--- src/design/sinaq_pkg.sv ---
package sinaq_pkg;

  // field widths of one item and one result
  localparam int unsigned VALUE_W  = 12;
  localparam int unsigned ANSWER_W = 13;

  // bitmap word geometry
  localparam int unsigned WORD_W = 64;
  localparam int unsigned BIT_W  = 6;

  localparam int unsigned DEF_SET_SIZE = 4096;

  typedef enum logic [0:0] {
    KIND_INSERT = 1'b0,
    KIND_QUERY  = 1'b1
  } kind_t;

endpackage

--- src/design/sinaq_lsb_find.sv ---
module sinaq_lsb_find (
  input  logic [sinaq_pkg::WORD_W-1:0] bits,
  output logic                         found,
  output logic [sinaq_pkg::BIT_W-1:0]  idx
);

  // priority encoder, lowest set bit wins
  always_comb begin
    found = |bits;
    idx   = '0;
    for (int i = sinaq_pkg::WORD_W - 1; i >= 0; i--) begin
      if (bits[i]) begin
        idx = sinaq_pkg::BIT_W'(i);
      end
    end
  end

endmodule

--- config.mk ---
export PLATFORM = sky130hd
export DESIGN_NAME = sinaq_lsb_find
export DESIGN_NICKNAME = d
export VERILOG_FILES = /design/src/design/sinaq_pkg.sv /design/src/design/sinaq_lsb_find.sv
export SDC_FILE = /design/constraint.sdc
export NUM_CORES = 1
export LEC_CHECK = 0
export BUFFER_PORTS_ARGS = -buffer_cell sky130_fd_sc_hd__clkbuf_2
export CAP_MARGIN = 25
export CORE_MARGIN = 8
export CORE_UTILIZATION = 35
export DETAILED_ROUTE_END_ITERATION = 12
export PLACE_DENSITY = 0.73
export REMOVE_ABC_BUFFERS = 1
export SKIP_LAST_GASP = 1
export SYNTH_ARGS = -nofsm -noshare
export SYNTH_HDL_FRONTEND = slang
export SYNTH_SLANG_ARGS = --single-unit
--- constraint.sdc ---
create_clock -name vclk -period 3.3
set_clock_uncertainty 0.1 [all_clocks]
set_input_delay 0.33 -clock vclk [all_inputs]
set_output_delay 0.33 -clock vclk [all_outputs]
set_load 0.01 [all_outputs]
== Yosys cells after proc, flatten, opt, wreduce, memory -nomap -nowiden ==
Cells that the tools add are included.
Storage, ports and cells
  logic and storage cells: 65
  bits of input ports: 64
  output and inout port bits: 7
  bits in registers: 0
Operators by class
  multiplexer cells: 64
  reductions and logical operators: 1
Operators by type and width (count)
  two-way mux 6 bit: 64
  OR reduction 64 bit: 1

== Depth between registers and ports, before layout ==
Gate-level depths: netlist of the first run.
  depth in word-level cells: 64
  mapped depth: 5

== Least setup slack after synthesis of the first run ==
OpenSTA, ideal clock, no wires.
  path type: in2out
  start point: in bits[15] in the netlist's numbering
  end point: out idx[5] in the netlist's numbering
  arrival: 1575 ps
  stages: 4
  setup slack: 1295 ps
  data required time: 2870 ps
  cell sequence: or4_4 -> nor2b_2 -> nand3_1 -> nor4_1
On the way
  longest elaborated chain between the ends: 16
RTL lines
  start: declaration: RTL line sinaq_lsb_find.sv:2  | input logic [sinaq_pkg::WORD_W-1:0] bits,
  two-way mux 6 bit (16 in series): RTL line sinaq_lsb_find.sv:12  | if (bits[i]) begin
  end: declaration: RTL line sinaq_lsb_find.sv:4  | output logic [sinaq_pkg::BIT_W-1:0] idx
Every way passes these cells.

== Worst setup path in the final report of the first run ==
  start point: in bits[15] in the netlist's numbering
  end point: out idx[2] in the netlist's numbering
Same word-level chain as after synthesis.

==> flow_metrics.env, run 1 <==
export IMPL_status="complete, no violations"
export IMPL_power_frac_clock_pct=0
export IMPL_sw_frac_of_total_pct=54.2
export IMPL_nets=282
export IMPL_worst_ep_required_time_ns=2.87
export IMPL_period_needed_ns=2.25
export IMPL_cp_max_fo=4
export IMPL_syn_instance_count=145
export IMPL_worstPathArrival_ns=1.82
export IMPL_vdd_ir_drop_max_v=0.0000420
export IMPL_ys_types=40
export IMPL_nFlopsAndLatches=0
export IMPL_p_leak_nw=0.539
export IMPL_min_delay_path_depth=5
export IMPL_antenna_found_initial=0
export IMPL_die_x_um=66.3
export IMPL_power_density_nw_per_um2=88.0
export IMPL_combPwrFrac_pct=100.0
export IMPL_grt_pass1_vias=1283
export IMPL_worst_path_buf_inv=2
export IMPL_core_area_um2=2430
export IMPL_antennaDiodeCount=0
export IMPL_fin_cells=246
export IMPL_io_buffer_count=71
export IMPL_cts_repair_resize_count=0
export IMPL_yosysTopAreaCellShare_pct=11.3
export IMPL_critical_path_top_delay_family="simple AND/OR/NAND/NOR gates"
export IMPL_gp_congestion=0.849
export IMPL_hpwl_mm=2.91
export IMPL_crit_start="bits[15]"
export IMPL_grt_util_all_layers_pct=13.0
export IMPL_p_int_mw=0.0516
export IMPL_synth_area_leaders="nor4_1 11%, nor2_1 8.0%, nor3_1 6.8%, a21oi_1 5.6%, nor4_4 4.8%"
export IMPL_rsz0062_at_grt="no"
export IMPL_dpl_cell_area_um2=1280
export IMPL_start_util_pct=36.5
export IMPL_fin_setup_tns_ns=0
export IMPL_synthToLayoutAreaGrowth_pct=44.3
export IMPL_post_cts_buffers=0
export IMPL_crit_path_start_kind="input pin"
export IMPL_rows=18
export IMPL_clock_fmax_mhz=445
export IMPL_die_y_um=66.3
export IMPL_crit_chain="clkbuf_2, or4_4, nor4_1, o211ai_1, o211ai_1, a21boi_1, clkbuf_2"
export IMPL_ant_nets=0
export IMPL_first_iter_violations=56
export IMPL_tightestPinTransition_ns=0.462
export IMPL_n_clock_buffer=0
export IMPL_setup_viol=0
export IMPL_cts_hold_buf=0
export IMPL_end_kind="output pin"
export IMPL_max_cap_violations=0
export IMPL_crit_cells=7
export IMPL_synth_seq_area_share_pct=0
export IMPL_timing_hold_ws_ns=0.935
export IMPL_seq_area_um2=0
export IMPL_final_cell_mix="71 x clkbuf_2, 19 x nor2_1, 16 x nor4_1, 12 x nor3_1"
export IMPL_slowest_stage="or4_4"
export IMPL_grt_first_pass_wirelength_mm=4.97
export IMPL_p_seq_share_pct=0
export IMPL_grt_start_max_net_pins=6
export IMPL_hold_viol=0
export IMPL_drv_slew=0
export IMPL_yosys_warnings=0
export IMPL_slew_headroom_pct=68.9
export IMPL_overflow=0
export IMPL_drive_gt1_share_pct=36.6
export IMPL_hp_start="bits[1]"
export IMPL_via_per_inst=5.54
export IMPL_vias=1362
export IMPL_drt_wirelength_per_cell_um=12.8
export IMPL_drcViolationCount=0
export IMPL_final_area_um2=1280
export IMPL_crit_type="in -> out"
export IMPL_final_util_pct=52.6
export IMPL_cp_slowest_stage_delay_ns=0.55
export IMPL_period_share_pct=68.0
export IMPL_die_area_um2=4400
export IMPL_syn_avg_cell_area_um2=6.12
export IMPL_synth_top_cell_by_area="nor4_1"
export IMPL_drt_first_pass_iters=4
export IMPL_top_level_ports=71
export IMPL_min_path_type="in -> out"
export IMPL_synthesis_area_um2=887
export IMPL_routed_wl_mm=3.14
export IMPL_p_sw_mw=0.0611
export IMPL_layout_commonest_cell="clkbuf_2"
export IMPL_place_inst=246
==> worst min-delay path, delay by kind of cell <==
kind	cells	cell delay [ns]
compound gates	1	0.03
simple gates	2	0.13
buf+inv	2	0.22
==> area by class of cell <==
cell class                 instances  area (µm²)
timing repair buffer              71         355
fill                             281        1150
tap                               30        37.5
inverter                          10        37.5
multi-input combinational        135         850
==> metal layers <==
| layer | GRT usage, % | part of all wire, % | wire length, µm | vias to the layer above |
|---|---|---|---|---|
| met5 | 0 | 0 | 0 | - |
| met4 | 0 | 0 | 0 | 0 |
| met3 | 3.90 | 11 | 352 | 0 |
| met2 | 23.8 | 47 | 1480 | 43 |
| met1 | 15.2 | 42 | 1310 | 596 |
| li1 | - | - | - | 723 |
==> power groups by stage <==
| stage | Sequential (mW) | Clock, mW | Combinational (mW) |
|---|---|---|---|
| after floorplan | 0 | 0 | 0.0398 |
| after global placement | 0 | 0 | 0.112 |
| after detailed placement | 0 | 0 | 0.113 |
| after CTS | 0 | 0 | 0.113 |
| after global routing | 0 | 0 | 0.126 |
| final | 0 | 0 | 0.113 |
==> cell usage after synthesis, types with 3 or more instances <==
cell,count
a21oi_1,10
inv_1,10
nand2_1,9
nand2b_1,4
nand3_1,6
nor2_1,19
nor2b_1,4
nor3_1,12
nor4_1,16
o211ai_1,4
o21a_1,3
o21ai_0,6
o21bai_1,3
o31ai_1,3
or3_1,3
or4_1,3
==> path summary, 6_finish.rpt <==
check	end	slack [ns]
max	idx[2]	1.05
min	idx[3]	0.93
==> logic make-up after synthesis <==
logic type,share of synthesized area [%]
compound gates,36.4
buf+inv,4.23
simple gates,59.4
==> metrics by stage <==
stage               setup slack (ns)  power [mW]
floorplan                       1.30      0.0398
global placement                1.12       0.112
detailed placement              1.03       0.113
CTS                             1.03       0.113
global route                   0.924       0.126
finish                          1.05       0.113
Power figures use the tool's default switching activity.
==> inputs of run 2 (changes only) <==
clock period = 2.08 ns   (was 3.3 ns; I/O delays follow)
==> flow_metrics.env, run 2 (synthesis results as in run 1) <==
export IMPL_period_share_pct=95.1
export IMPL_min_path_type="in -> out"
export IMPL_final_cell_mix="71 x clkbuf_2, 19 x nor2_1, 15 x nor4_1, 12 x nor3_1"
export IMPL_cts_repair_resize_count=0
export IMPL_drt_first_pass_iters=4
export IMPL_p_seq_share_pct=0
export IMPL_via_per_inst=5.61
export IMPL_period_needed_ns=1.98
export IMPL_power_frac_clock_pct=0
export IMPL_p_sw_mw=0.0996
export IMPL_grt_pass1_vias=1303
export IMPL_synthToLayoutAreaGrowth_pct=46.4
export IMPL_start_util_pct=36.5
export IMPL_die_area_um2=4400
export IMPL_busiest_layer="met2"
export IMPL_combPwrFrac_pct=100.0
export IMPL_nFlopsAndLatches=0
export IMPL_n_clock_buffer=0
export IMPL_grtUsageMet2_pct=23.4
export IMPL_max_cap_violations=0
export IMPL_hpwl_mm=2.92
export IMPL_crit_start="bits[15]"
export IMPL_p_int_mw=0.0823
export IMPL_die_x_um=66.3
export IMPL_antennaDiodeCount=0
export IMPL_drcViolationCount=0
export IMPL_fin_setup_tns_ns=0
export IMPL_top_level_ports=71
export IMPL_core_area_um2=2430
export IMPL_crit_chain="clkbuf_2, or4_4, nor2b_2, nand3_1, nor4_1, clkbuf_2"
export IMPL_setup_viol=0
export IMPL_die_y_um=66.3
export IMPL_nets=282
export IMPL_clock_fmax_mhz=506
export IMPL_gp_congestion=0.850
export IMPL_cp_max_fo=4
export IMPL_sw_frac_of_total_pct=54.8
export IMPL_tightestPinTransition_ns=0.463
export IMPL_routed_wl_mm=3.20
export IMPL_met1_usage_pct=16.4
export IMPL_io_buffer_count=71
export IMPL_status="complete, no violations"
export IMPL_first_iter_violations=57
export IMPL_dpl_cell_area_um2=1280
export IMPL_drt_wirelength_per_cell_um=13.0
export IMPL_ant_nets=0
export IMPL_power_density_nw_per_um2=140
export IMPL_p_leak_nw=0.554
export IMPL_crit_type="in -> out"
export IMPL_slowest_stage="or4_4"
export IMPL_antenna_found_initial=0
export IMPL_rows=18
export IMPL_cp_slowest_stage_delay_ns=0.57
export IMPL_grt_util_all_layers_pct=13.2
export IMPL_use_met3_pct=3.39
export IMPL_worst_ep_required_time_ns=1.77
export IMPL_vias=1379
export IMPL_seq_area_um2=0
export IMPL_path_common_cell="clkbuf_2"
export IMPL_drive_gt1_share_pct=37.5
export IMPL_cts_hold_buf=0
export IMPL_crit_end="idx[5]"
export IMPL_layout_commonest_cell="clkbuf_2"
export IMPL_worstPathArrival_ns=1.67
export IMPL_final_area_um2=1300
export IMPL_end_kind="output pin"
export IMPL_grt_start_max_net_pins=6
export IMPL_overflow=0
export IMPL_vdd_ir_drop_max_v=0.0000657
export IMPL_crit_path_start_kind="input pin"
export IMPL_rsz0062_at_grt="no"
export IMPL_drv_slew=0
export IMPL_hold_viol=0
export IMPL_post_cts_buffers=0
export IMPL_timing_hold_ws_ns=0.691
export IMPL_grt_first_pass_wirelength_mm=5.06
export IMPL_slew_headroom_pct=68.9
[run 2: routing by layer]
layer / routed length [µm] / up-vias
li1: - / 726
met1: 1380 / 606
met2: 1500 / 47
met3: 313 / 0
met4: 0 / 0
met5: 0 / -
[run 2: final cells by class]
cell class / count / area (µm²)
fill: 282 / 1130
inverter: 10 / 37.5
multi-input combinational: 135 / 868
tap: 30 / 37.5
timing repair buffer: 71 / 355
[run 2: how the worst min path moves through the flow]
stage                     depth (start not counted)     end     from
after floorplan                                   3  idx[3]  bits[0]
after global placement                            5  idx[3]  bits[1]
after detailed placement                          5  idx[3]  bits[1]
after CTS                                         5  idx[3]  bits[1]
after global routing                              5  idx[3]  bits[1]
final                                             5  idx[3]  bits[1]
[run 2: metrics by stage]
step                setup WS [ns]  utilization, %  total power, mW  cells
global placement            0.138            52.6            0.178    246
floorplan                   0.319               -           0.0632    145
detailed placement         0.0579            52.6            0.179    246
finish                      0.103            53.4            0.182    246
CTS                        0.0535            52.6            0.180    246
global route              0.00405            53.4            0.203    246
[run 2: critical path: cells and delay by family]
family                 cells  cell delay [ns]
buffers and inverters      2             0.28
AND/OR/NAND/NOR            4             1.18
[run 2: power groups by stage]
stage	Clock (mW)	Combinational [mW]	Sequential, mW
after CTS	0	0.180	0
after floorplan	0	0.0632	0
after global placement	0	0.178	0
after global routing	0	0.203	0
after detailed placement	0	0.179	0
final	0	0.182	0
